File: config.mk
export PLATFORM = sky130hd
export DESIGN_NAME = smt_ctrl
export DESIGN_NICKNAME = d
export VERILOG_FILES = /design/src/rtl/core/smt_pkg.sv /design/src/rtl/core/smt_ctrl.sv
export SDC_FILE = /design/constraint.sdc
export NUM_CORES = 1
export LEC_CHECK = 0
export ABC_AREA = 1
export BUFFER_PORTS_ARGS = -buffer_cell sky130_fd_sc_hd__buf_4
export CAP_MARGIN = 40
export CORE_AREA = 2 2 39 41
export DETAILED_ROUTE_END_ITERATION = 12
export DIE_AREA = 0 0 41 43
export GPL_TIMING_DRIVEN = 0
export PLACE_DENSITY = 0.43
export SETUP_SLACK_MARGIN = 0.1
export SYNTH_ARGS = -nofsm -noshare
export SYNTH_HDL_FRONTEND = slang
export SYNTH_SLANG_ARGS = --single-unit
File: constraint.sdc
create_clock -name clk -period 2.05 [get_ports clk]
set_input_delay 0.205 -clock clk [delete_from_list [all_inputs] [get_ports clk]]
set_output_delay 0.205 -clock clk [all_outputs]
set_load 0.02 [all_outputs]
File: src/rtl/core/smt_pkg.sv
`default_nettype none
// ----------------------------------------------------------------------------
// smt_pkg
// Types and constants shared by the controller and datapath of the sorted
// multiset table.
// ----------------------------------------------------------------------------
package smt_pkg;

  localparam logic [1:0] ACT_ADD    = 2'd0;
  localparam logic [1:0] ACT_REMOVE = 2'd1;
  localparam logic [1:0] ACT_QUERY  = 2'd2;
  // The spare action code behaves as a query.
  localparam logic [1:0] ACT_SPARE  = 2'd3;

  localparam logic [1:0] ST_OK        = 2'd0;
  localparam logic [1:0] ST_NOT_FOUND = 2'd1;
  localparam logic [1:0] ST_FULL      = 2'd2;
  localparam logic [1:0] ST_SATURATED = 2'd3;

  localparam int unsigned AMOUNT_WIDTH = 8;
  localparam int unsigned TOTAL_WIDTH  = 22;
  localparam int unsigned OUT_COUNT_WIDTH = 16;

  // Commands from the controller to the datapath.
  typedef struct packed {
    logic load;      // Capture the input word and start a walk at the head.
    logic rd_node;   // Issue a read of the current node.
    logic rd_free;   // Issue a read of the free-list head's link.
    logic step;      // Evaluate the node read data and advance.
    logic finish;    // Apply the update and form the result.
  } smt_cmd_t;

  // Status from the datapath to the controller.
  typedef struct packed {
    logic walk_done; // No more nodes to visit.
    logic hit;       // The node just read holds the value.
    logic busy;      // The link table is still being initialized.
  } smt_stat_t;

endpackage
`default_nettype wire

File: src/rtl/core/smt_ctrl.sv
`default_nettype none
// ----------------------------------------------------------------------------
// smt_ctrl
// Sequencer for one operation: accept, walk the list, update, deliver.
// ----------------------------------------------------------------------------
module smt_ctrl (
  input  wire logic               clk,
  input  wire logic               rst,
  input  wire logic               in_valid,
  output logic                    in_stall,
  output logic                    out_valid,
  input  wire logic               out_stall,
  output smt_pkg::smt_cmd_t       cmd,
  input  wire smt_pkg::smt_stat_t stat
);
  import smt_pkg::*;

  typedef enum logic [2:0] {
    S_IDLE, S_CHECK, S_READ, S_EVAL, S_FREE, S_FINISH
  } state_t;
  state_t state;

  // The input is taken only when idle and nothing is held; the finished
  // word waits in the output register.
  assign in_stall = (state != S_IDLE) || out_valid;

  always_comb begin
    cmd = '0;
    cmd.load    = (state == S_IDLE) && in_valid && !out_valid;
    cmd.rd_node = (state == S_READ);
    cmd.rd_free = (state == S_FREE);
    cmd.step    = (state == S_EVAL);
    cmd.finish  = (state == S_FINISH);
  end

  always_ff @(posedge clk) begin
    if (rst) begin
      state <= S_IDLE;
      out_valid <= 1'b0;
    end else begin
      if (out_valid && !out_stall) out_valid <= 1'b0;
      unique case (state)
        S_IDLE:   if (cmd.load) state <= S_CHECK;
        S_CHECK: begin
          // Hold here until the link table sweep after reset is over.
          if (!stat.busy) state <= stat.walk_done ? S_FREE : S_READ;
        end
        S_READ:   state <= S_EVAL;
        S_EVAL:   state <= S_CHECK;
        S_FREE:   state <= S_FINISH;
        S_FINISH: begin
          state <= S_IDLE;
          out_valid <= 1'b1;
        end
        default:  state <= S_IDLE;
      endcase
    end
  end

endmodule
`default_nettype wire

Yosys cells after proc, flatten, opt, wreduce, memory -nomap -nowiden
Index checks and enable logic that the tools add are counted.
- equal/unequal tests: 7
- mux-type cells: 6
- reduce and logical (&&, ||, !) cells: 10
- operators by type and width (cell ; count):
    one-hot mux 3 bit (5 select lines) ; 1
    2-to-1 mux 3 bit ; 3
    equality test 3 x 2 -> 1 bit, second input constant ; 2
    equality test 3 bit, second input constant ; 2
    != test 2 bit, second input constant ; 2
    equality test 3 x 1 -> 1 bit, second input constant ; 1
    logical AND 1 bit ; 3
    logical NOT 3 bit ; 1
    nonzero test 3 bit ; 1
    logical NOT 1 bit ; 2
    2-to-1 mux 1 bit ; 2
    AND reduction 2 bit ; 1
    nonzero test 2 bit ; 1
    logical OR 1 bit ; 1
- flip-flop bits (word level): 4
- input bits: 7
- output and inout bits: 7

Depth between registers and ports, before layout
Gate-level depths: netlist of the first run.
- word-level depth: 5
- mapped depth: 6
- depth with buffers taken out: 6

Worst setup path after synthesis of the first run
Ideal clock, no wire load.
- path kind: register to output
- start point: reg state[1]
- end point: out cmd[4] (netlist bit)
- arrival: 1.121 ns
- data required time: 1.845 ns
- slack: 0.724 ns
- stages on the path, launching flop included: 4
- buffers on the path: 0
- cell sequence: dfxtp_1 -> nor2_2 -> nand3_1 -> nor2_1
- RTL lines (item ; RTL line ; RTL):
    start, declared ; smt_ctrl.sv:21 ; state_t state;
    start signal, assigned ; smt_ctrl.sv:46 ; if (!stat.busy) state <= stat.walk_done ? S_FREE : S_READ;
    end, declared ; smt_ctrl.sv:13 ; output smt_pkg::smt_cmd_t cmd,

==> results of run 1 <==
-- cells in the final DEF (no fill, tap or decap), drive strengths merged --
master | netlist | routed
a21oi | 3 | 3
nand2 | 6 | 6
nor3 | 2 | 2
o211ai | 1 | 1
inv | 9 | 9
clkbuf | 0 | 3
nand3 | 7 | 7
buf | 0 | 12
dfxtp | 4 | 4
nor2 | 7 | 7
o21bai | 1 | 1
-- power breakdown --
group / switching (mW) / internal [mW] / total [mW] / leakage (nW)
sequential: 0.00881 / 0.0839 / 0.0927 / 0.0326
combinational: 0.0495 / 0.0362 / 0.0857 / 0.173
clock: 0.0284 / 0.0652 / 0.0937 / 0.0138
-- through the flow --
stage / cell area, sq um / instances / setup WS (ns) / power (mW) / hold WS [ns]
floorplan: 255 / 40 / 0.724 / 0.148 / 0.274
detailed placement: 365 / 68 / 0.913 / 0.180 / 0.398
global route: 388 / 71 / 0.588 / 0.294 / 0.153
finish: 388 / 71 / 0.659 / 0.272 / 0.158
CTS: 388 / 71 / 0.657 / 0.279 / 0.149
global placement: 365 / 68 / 0.895 / 0.180 / 0.401
-- sequential cells by signal (all words and copies together) (netlist names) --
name,count
state,3
out_valid,1
-- worst max-delay path: stages, from the launching register on --
cell     delay [ns]
dfxtp_1        0.38
nor2_2         0.22
nand3_1        0.11
nor2_1         0.10
buf_4          0.14
-- how the worst min path moves through the flow --
stage,from,endpoint,cells past startpoint
3_5_place_dp,rst,out_valid,2
5_1_grt,rst,out_valid,2
4_1_cts,rst,out_valid,2
2_1_floorplan,rst,out_valid,1
6_report,rst,out_valid,2
3_3_place_gp,rst,out_valid,2
-- cells by family after synthesis --
group | Yosys count | share of synthesized area (%)
flip-flops | 4 | 31.4
buffers and inverters | 9 | 14.2
AND/OR/NAND/NOR | 22 | 40.7
AO/OA/AOI/OAI | 5 | 13.7
-- final cells by class --
type / instances / area (sq um)
multi-input combinational: 27 / 139
fill: 154 / 996
timing repair buffer: 12 / 90.1
sequential: 4 / 80.1
tap: 16 / 20.0
clock buffer: 3 / 22.5
inverter: 9 / 36.3
-- layer usage --
metal / up-vias / part of all wire [%]
li1: 160 / -
met4: 0 / 0
met3: 0 / 3.3
met1: 121 / 48
met2: 4 / 48
met5: - / 0
-- cells in the mapped netlist --
| cell type | number | share of area [%] |
|---|---|---|
| nor3_2 | 1 | 3.9 |
| nor3_1 | 1 | 2.0 |
| nor2_1 | 5 | 7.4 |
| o211ai_2 | 1 | 4.9 |
| nand2_1 | 6 | 8.8 |
| o21bai_1 | 1 | 2.9 |
| inv_1 | 6 | 8.8 |
| inv_2 | 2 | 2.9 |
| inv_4 | 1 | 2.5 |
| a21oi_1 | 3 | 5.9 |
| nand3_1 | 7 | 14 |
| nor2_2 | 2 | 4.9 |
| dfxtp_1 | 4 | 31 |
==> flow_summary.toml, run 1 <==
[timing]
relSlewSlack_pct = 80.9
rsz0062_at_grt = "no"
fmax_mhz = 719
setup_tns_ns = 0
final_max_slew_viol_count = 0
period_minus_slack_ns = 1.39
setup_viol = 0
final-hold-violation-count = 0
worstMarginPinSlew_ns = 0.285
worst_clock_skew_ns = 0.00266
period_share_pct = 67.8

[synth]
ys_ff_latch = 4
synth_cell_type_count = 13
yosysSeqAreaShare_pct = 31.4
synth_warnings = 0
syn_inst = 40
synth_area_sq_um = 255
syn_area_per_cell_sq_um = 6.38
syn_nets = 47

[cells_and_area]
antenna_cells = 0
nets = 64
drive_gt1_share_pct = 40.0
area_growth_pct = 52.0
final_core_util_pct = 28.0

[routing]
vias = 285
wire_per_inst_um = 8.58
wirelength_um = 609
drc = 0
drt_iter0_drc = 12
drt_pass1_iterations = 4
ant_nets = 0
via_per_inst = 4.01

[clock_tree]
ctsHoldBuffers = 0
cts-root-buf = "clkbuf_4"
cts_buffers = 3
clkSinkCount = 4
cts_max_level = 1
cts_tree = "done"
clk_pin_slew_ns = 0.04
insertion_delay_ns = 0.23
cts_buffer_depth = 2
ctsResizeCount = 0
postCtsSetupBuffers = 0

[global_route]
grt_util_met1_pct = 9.62
first_global_vias = 251
met2_usage_pct = 10.3
top_usage_layer = "met2"
grt_start_max_net_pins = 10
grt_use_met3_pct = 3.14
grt_use_total_pct = 8.12
antenna_found_initial = 0
grt_overflow = 0
grt_pass1_wl_um = 931

[worst_setup_path]
end_kind = "primary output"
r2r_end = "state[0]"
reg2reg_depth = 6
critical_path_arrival_ns = 1.19
endpoint = "cmd[4]"
required_ns = 1.85
r2r_start = "state[1]"
critPathLaunch = "state[1]"
rrSetupSlack_ns = 1.01
cp_max_fo = 6
worstSetupStartpointType = "register"
worstSetupPathType = "register to primary output"

[pwr]
ir_drop_v = 0.000276
p_per_area_nw_per_um2 = 701
p_leak_nw = 0.219

[floorplanning]
fp.coreArea_sq_um = 1380
initial_core_util_pct = 18.4
fp.dieW_um = 41
io_pins = 14
rows = 14
die_area_sq_um = 1760
die_h_um = 43

[placement]
dp.final_hpwl_um = 501
io_buffers = 12
gp_congestion = 0.795

[job]
max-cap-violations = 0

[worst_hold_path]
worst_hold_path_type = "primary input to register"

[run_status]
status = "complete, no violations"
(Power assumes the default switching activity.)
==> run 2, diff against run 1 <==
--- a/config.mk
+++ b/config.mk
@@ -12,7 +12,7 @@
 export DETAILED_ROUTE_END_ITERATION = 12
 export DIE_AREA = 0 0 41 43
 export GPL_TIMING_DRIVEN = 0
-export PLACE_DENSITY = 0.43
+export PLACE_DENSITY = 0.44
 export SETUP_SLACK_MARGIN = 0.1
 export SYNTH_ARGS = -nofsm -noshare
 export SYNTH_HDL_FRONTEND = slang
==> constraint.sdc (replaced) <==
create_clock -name clk -period 1.2 [get_ports clk]
set_input_delay 0.12 -clock clk [delete_from_list [all_inputs] [get_ports clk]]
set_output_delay 0.12 -clock clk [all_outputs]
set_load 0.02 [all_outputs]
==> run 2 against run 1 <==
Clock power is 70% higher. Largest power group is now combinational logic. Critical endpoint is now cmd[0]. Core utilization is 6.1 points higher. Worst hold slack worse by 0.081 ns. Sequential cell count stayed put. Power is 89% higher. First-iteration DRC count is 92% lower.
==> flow_summary.toml, run 2 (same netlist as run 1, synthesis figures left out) <==
[run_status]
status = "complete, no violations"

[global_route]
grt_start_max_net_pins = 10
grt_use_total_pct = 8.43
first_global_vias = 263
grt_overflow = 0
grt_pass1_wl_um = 993
antenna_found_initial = 0

[timing]
final-hold-violation-count = 0
worst_clock_skew_ns = 0.00413
relSlewSlack_pct = 87.8
period_share_pct = 94.7
setup_tns_ns = 0
timing.final.ws_setup_ns = 0.0636
setup_viol = 0
final_max_slew_viol_count = 0
holdWs_ns = 0.0775
fmax_mhz = 880
worstMarginPinSlew_ns = 0.183
period_minus_slack_ns = 1.14
rsz0062_at_grt = "yes"

[placement]
dp_slack_ns = 0.129
dp.cells = 68
io_buffers = 12
dp.final_hpwl_um = 505
gp_congestion = 0.684

[clock_tree]
clk_pin_slew_ns = 0.04
clkSinkCount = 4
cts_buffers = 3
insertion_delay_ns = 0.23
cts_max_level = 1
cts-root-buf = "clkbuf_4"
cts_tree = "done"
cts_buffer_depth = 2

[worst_hold_path]
whs_path_depth = 2
hp-start = "rst"
hold_end = "out_valid"
worst_hold_path_type = "primary input to register"

[cells_and_area]
largest_register_ffs = 3
area_growth_pct = 84.8
antenna_cells = 0
biggestRegsByFlops = "state: 3 flops, out_valid: 1 flops"
final_cell_mix = "buf_4 (12), nand3_1 (6), inv_1 (5), nand2_1 (5), nor2_1 (4)"
finalNonFillerCells = 74
drive_gt1_share_pct = 58.6
regMostFlops = "state"
nets = 67
final_common_cell = "buf_4"

[floorplanning]
initial_core_util_pct = 18.4
fp.dieW_um = 41
io_pins = 14
rows = 14
fp.coreArea_sq_um = 1380
die_h_um = 43
die_area_sq_um = 1760

[routing]
drt_iter0_drc = 1
drt_pass1_iterations = 4
vias = 311
drc = 0
ant_nets = 0
wire_per_inst_um = 8.82
wirelength_um = 653
via_per_inst = 4.20

[pwr]
p_leak_nw = 0.246
ir_drop_v = 0.000366
p_per_area_nw_per_um2 = 1090

[worst_setup_path]
worstSetupStartpointType = "register"
cp_max_fo = 4
required_ns = 1.08
reg2reg_depth = 7
rrSetupSlack_ns = 0.21
critical_path_arrival_ns = 1.02
r2r_end = "state[0]"
r2r_start = "state[0]"
worstSetupPathType = "register to primary output"
end_kind = "primary output"

[job]
max-cap-violations = 0
run 2: per-stage QoR:
step	util (%)	area (sq um)	power, mW
after floorplan	-	268	0.262
after global placement	27.3	378	0.317
after detailed placement	27.3	378	0.317
after CTS	31.6	437	0.505
after global routing	34.1	472	0.554
final	34.1	472	0.513
run 2: per-layer routing:
metal	GRT usage, %	wire, um	share of wire [%]
met2	11.6	347	53
met4	8.00	0	0
met1	10.3	269	41
met5	0	0	0
met3	1.57	36	5.5
run 2: power breakdown:
part	leakage (nW)	switching (mW)	total (mW)	internal (mW)
clock	0.0138	0.0474	0.159	0.111
sequential	0.0347	0.0212	0.165	0.143
combinational	0.197	0.0993	0.190	0.0906
run 2: cell type report:
class	count	area [sq um]
Fill cell	163	912
Multi-Input combinational cell	27	173
Timing Repair Buffer	15	124
Sequential cell	4	91.3
Inverter	9	41.3
Clock buffer	3	22.5
Tap cell	16	20.0
run 2: how the worst max path moves through the flow:
stage	startpoint	to	slack, ns	cells past startpoint
after floorplan	state[1]	cmd[1]	0.11	2
after global placement	state[1]	cmd[4]	0.12	4
after detailed placement	state[1]	cmd[4]	0.13	4
after CTS	state[0]	cmd[4]	0.05	4
after global routing	state[0]	cmd[4]	0.01	4
final	state[0]	cmd[0]	0.06	5
run 2: worst max-delay path: stages, from the launching register on:
cell and delay, ns:
dfxtp_4 0.38, inv_4 0.05, nor2_4 0.12, nand2_2 0.07
inv_2 0.05, buf_6 0.10
run 2: timing repair:
| item | CTS | global route |
|---|---|---|
| hold buffers | 0 | 0 |
| resized for setup | 10 | 7 |
| endpoints found under the setup margin | 6 | 7 |
| hold endpoints to repair | 0 | 0 |
| pin swaps | 2 | 1 |
| buffers inserted | 1 | 2 |
==> run 3, diff against run 2 <==
--- a/config.mk
+++ b/config.mk
@@ -5,7 +5,6 @@
 export SDC_FILE = /design/constraint.sdc
 export NUM_CORES = 1
 export LEC_CHECK = 0
-export ABC_AREA = 1
 export BUFFER_PORTS_ARGS = -buffer_cell sky130_fd_sc_hd__buf_4
 export CAP_MARGIN = 40
 export CORE_AREA = 2 2 39 41
==> run 3 against run 2 <==
The run now ends with setup timing left. Via count decreased by 5.1%. Power decreased by 5.2%. First-iteration DRC count unchanged. Worst hold slack got worse by 0.031 ns. Die area unchanged. Register-to-register slack got worse by 0.22 ns. Final cell count decreased by 9.5%. Core utilization increased by 3.6 points. Critical path type unchanged. Largest cell class unchanged.
==> flow_summary.toml, run 3 <==
[run_status]
status = "complete, but fails checks"
violations = "setup timing"

[pwr]
ir_drop_v = 0.000525
power.total_uw = 486
power.switching_uw = 139
pwr-share-seq_pct = 30.3
p_per_area_nw_per_um2 = 932
p_leak_nw = 0.231
combPwrFrac_pct = 34.5
switching_share_pct = 28.5
internal_power_uw = 348
pwr-share-clk_pct = 35.2

[floorplanning]
fp.dieW_um = 41
rows = 14
die_area_sq_um = 1760
io_pins = 14
fp.coreArea_sq_um = 1380
die_h_um = 43
initial_core_util_pct = 18.5

[worst_setup_path]
r2r_end = "state[2]"
crit_path_cell_trace = "buf_6, or4_4, buf_6"
end_kind = "primary output"
cp_top_family = "simple AND/OR/NAND/NOR gates"
cp_num_buf_inv = 2
worstSetupPathType = "register to primary output"
worstSetupStartpointType = "register"
critical_path_arrival_ns = 1.30
required_ns = 1.08
crit_top_cell = "buf_6"
rrSetupSlack_ns = -0.01
reg2reg_depth = 4
r2r_start = "out_valid"
worst_path_largest_cell_delay_ns = 0.47
cp_slowest_cell = "or4_4"
cp_max_fo = 3

[routing]
drt_pass1_iterations = 3
wirelength_um = 693
drt_iter0_drc = 1
wire_per_inst_um = 10.3
vias = 295
drc = 0
ant_nets = 0
via_per_inst = 4.40

[cells_and_area]
final_common_cell = "buf_4"
regMostFlops = "state"
drive_gt1_share_pct = 74.5
area_growth_pct = 103
largest_register_ffs = 3
final_cell_mix = "buf_4 (11), buf_6 (6), clkbuf_4 (4)"
nets = 60
biggestRegsByFlops = "state: 3 flops, out_valid: 1 flops"
antenna_cells = 0

[synth]
async_flop_share_pct = 0
syn_inst = 31
syn_nets = 38
ys_ff_latch = 4
ys_top_cells_by_count = "a21oi_1 (4), dfxtp_1 (4)"
synth_enable_flop_cells = 0
syn_area_per_cell_sq_um = 8.27
synth_cell_type_count = 20
synth_top_area_share_pct = 31.2
synth-main-ff-cell = "dfxtp_1"
yosysTopAreaCell = "dfxtp_1"
yosysSeqAreaShare_pct = 31.2
synthTopCellsByArea = "dfxtp_1 (31%), nor3b_2 (9.8%), a21oi_1 (7.8%)"
synth_area_sq_um = 256
synth_warnings = 0

[global_route]
grt_start_max_net_pins = 11
grt_pass1_wl_mm = 1.08
grt_overflow = 0
grt_use_total_pct = 9.42
first_global_vias = 251
antenna_found_initial = 0

[timing]
period_share_pct = 118
final_max_slew_viol_count = 0
rsz0062_at_grt = "yes"
setup_viol = 7
final-hold-violation-count = 0
worstMarginPinSlew_ns = 0.186
worst_clock_skew_ns = 0.00431
relSlewSlack_pct = 87.5
period_minus_slack_ns = 1.42
fmax_mhz = 706
timing.final.ws_setup_ns = -0.217

[job]
max-cap-violations = 0

[worst_hold_path]
worst_hold_path_type = "primary input to register"
hold_end = "state[0]"
whs_path_depth = 2
hp-start = "rst"

[placement]
dp_slack_ns = -0.0357
io_buffers = 12
dp.final_hpwl_um = 472
gp_congestion = 0.647

[clock_tree]
cts_tree = "done"
cts_max_level = 1
cts_buffer_depth = 2
cts_buffers = 3
insertion_delay_ns = 0.24
clkSinkCount = 4
cts-root-buf = "clkbuf_4"
ctsHoldBuffers = 0
clk_pin_slew_ns = 0.04
==> run 3: cell types whose count changed after synthesis, sizes merged, moves of 2 or more <==
cell   before  now
and3b       0    2
nand2       6    1
nor3b       0    3
nand3       7    0
and3        0    2
nor2        7    2
inv         9    2
buf         0    2
==> run 3: metal layers <==
layer	global-route usage [%]	vias to the layer above	wire length [um]
met3	6.28	0	38
met2	10.9	6	327
met4	6.00	0	0
li1	-	152	-
met5	0	-	0
met1	12.1	137	328
==> run 3: worst max-delay path by stage <==
stage | start | endpoint | slack [ns] | cells past startpoint
2_1_floorplan | state[1] | cmd[4] | 0.10 | 2
3_3_place_gp | state[0] | in_stall | -0.04 | 3
3_5_place_dp | state[0] | in_stall | -0.04 | 3
4_1_cts | state[0] | in_stall | -0.21 | 3
5_1_grt | state[0] | in_stall | -0.23 | 3
6_report | state[0] | in_stall | -0.22 | 3
==> run 3: final cells by class <==
cell class / count / area, sq um
inverter: 2 / 12.5
tap: 16 / 20.0
fill: 150 / 862
sequential: 4 / 86.3
timing repair buffer: 17 / 154
clock buffer: 3 / 22.5
multi-input combinational: 23 / 208
buffer: 2 / 18.8
==> run 3: power by group through the flow <==
stage / registers [mW] / clock network [mW] / logic, mW
after CTS: 0.147 / 0.177 / 0.139
after floorplan: 0.147 / 0 / 0.0748
after global placement: 0.148 / 0 / 0.117
final: 0.147 / 0.171 / 0.168
after global routing: 0.148 / 0.184 / 0.180
after detailed placement: 0.148 / 0 / 0.116
==> run 3: repair_timing <==
| action | in CTS | in global routing |
|---|---|---|
| endpoints found under the setup margin | 8 | 9 |
| pin swaps | 3 | 2 |
| buffers inserted | 3 | 2 |
| hold endpoints to repair | 0 | 0 |
| resized for setup | 11 | 12 |
==> run 3: worst reg2reg max path, cell delays in order (launching register included) <==
cell and delay, ns:
dfxtp_2 0.32, buf_6 0.11, or3b_1 0.35, a31oi_1 0.18, nor3b_2 0.18
==> run 3: cells by family (layout without fill, tap and decap cells) <==
kind of cell,Yosys count,after routing,synth area share [%]
simple gates,16,16,45.4
buf+inv,4,24,6.83
flops,4,4,31.2
compound gates,7,7,16.6
==> run 3: stage by stage <==
| stage | util [%] | area (sq um) | std cells | hold WS [ns] | TNS (ns) |
|---|---|---|---|---|---|
| detailed placement | 27.3 | 378 | 59 | 0.300 | -0.0357 |
| global route | 37.7 | 522 | 67 | 0.0487 | -1.07 |
| global placement | 27.3 | 378 | 59 | 0.297 | -0.0387 |
| finish | 37.7 | 522 | 67 | 0.0467 | -0.802 |
| floorplan | - | 268 | 31 | 0.185 | 0 |
| CTS | 33.2 | 459 | 65 | 0.0453 | -0.655 |
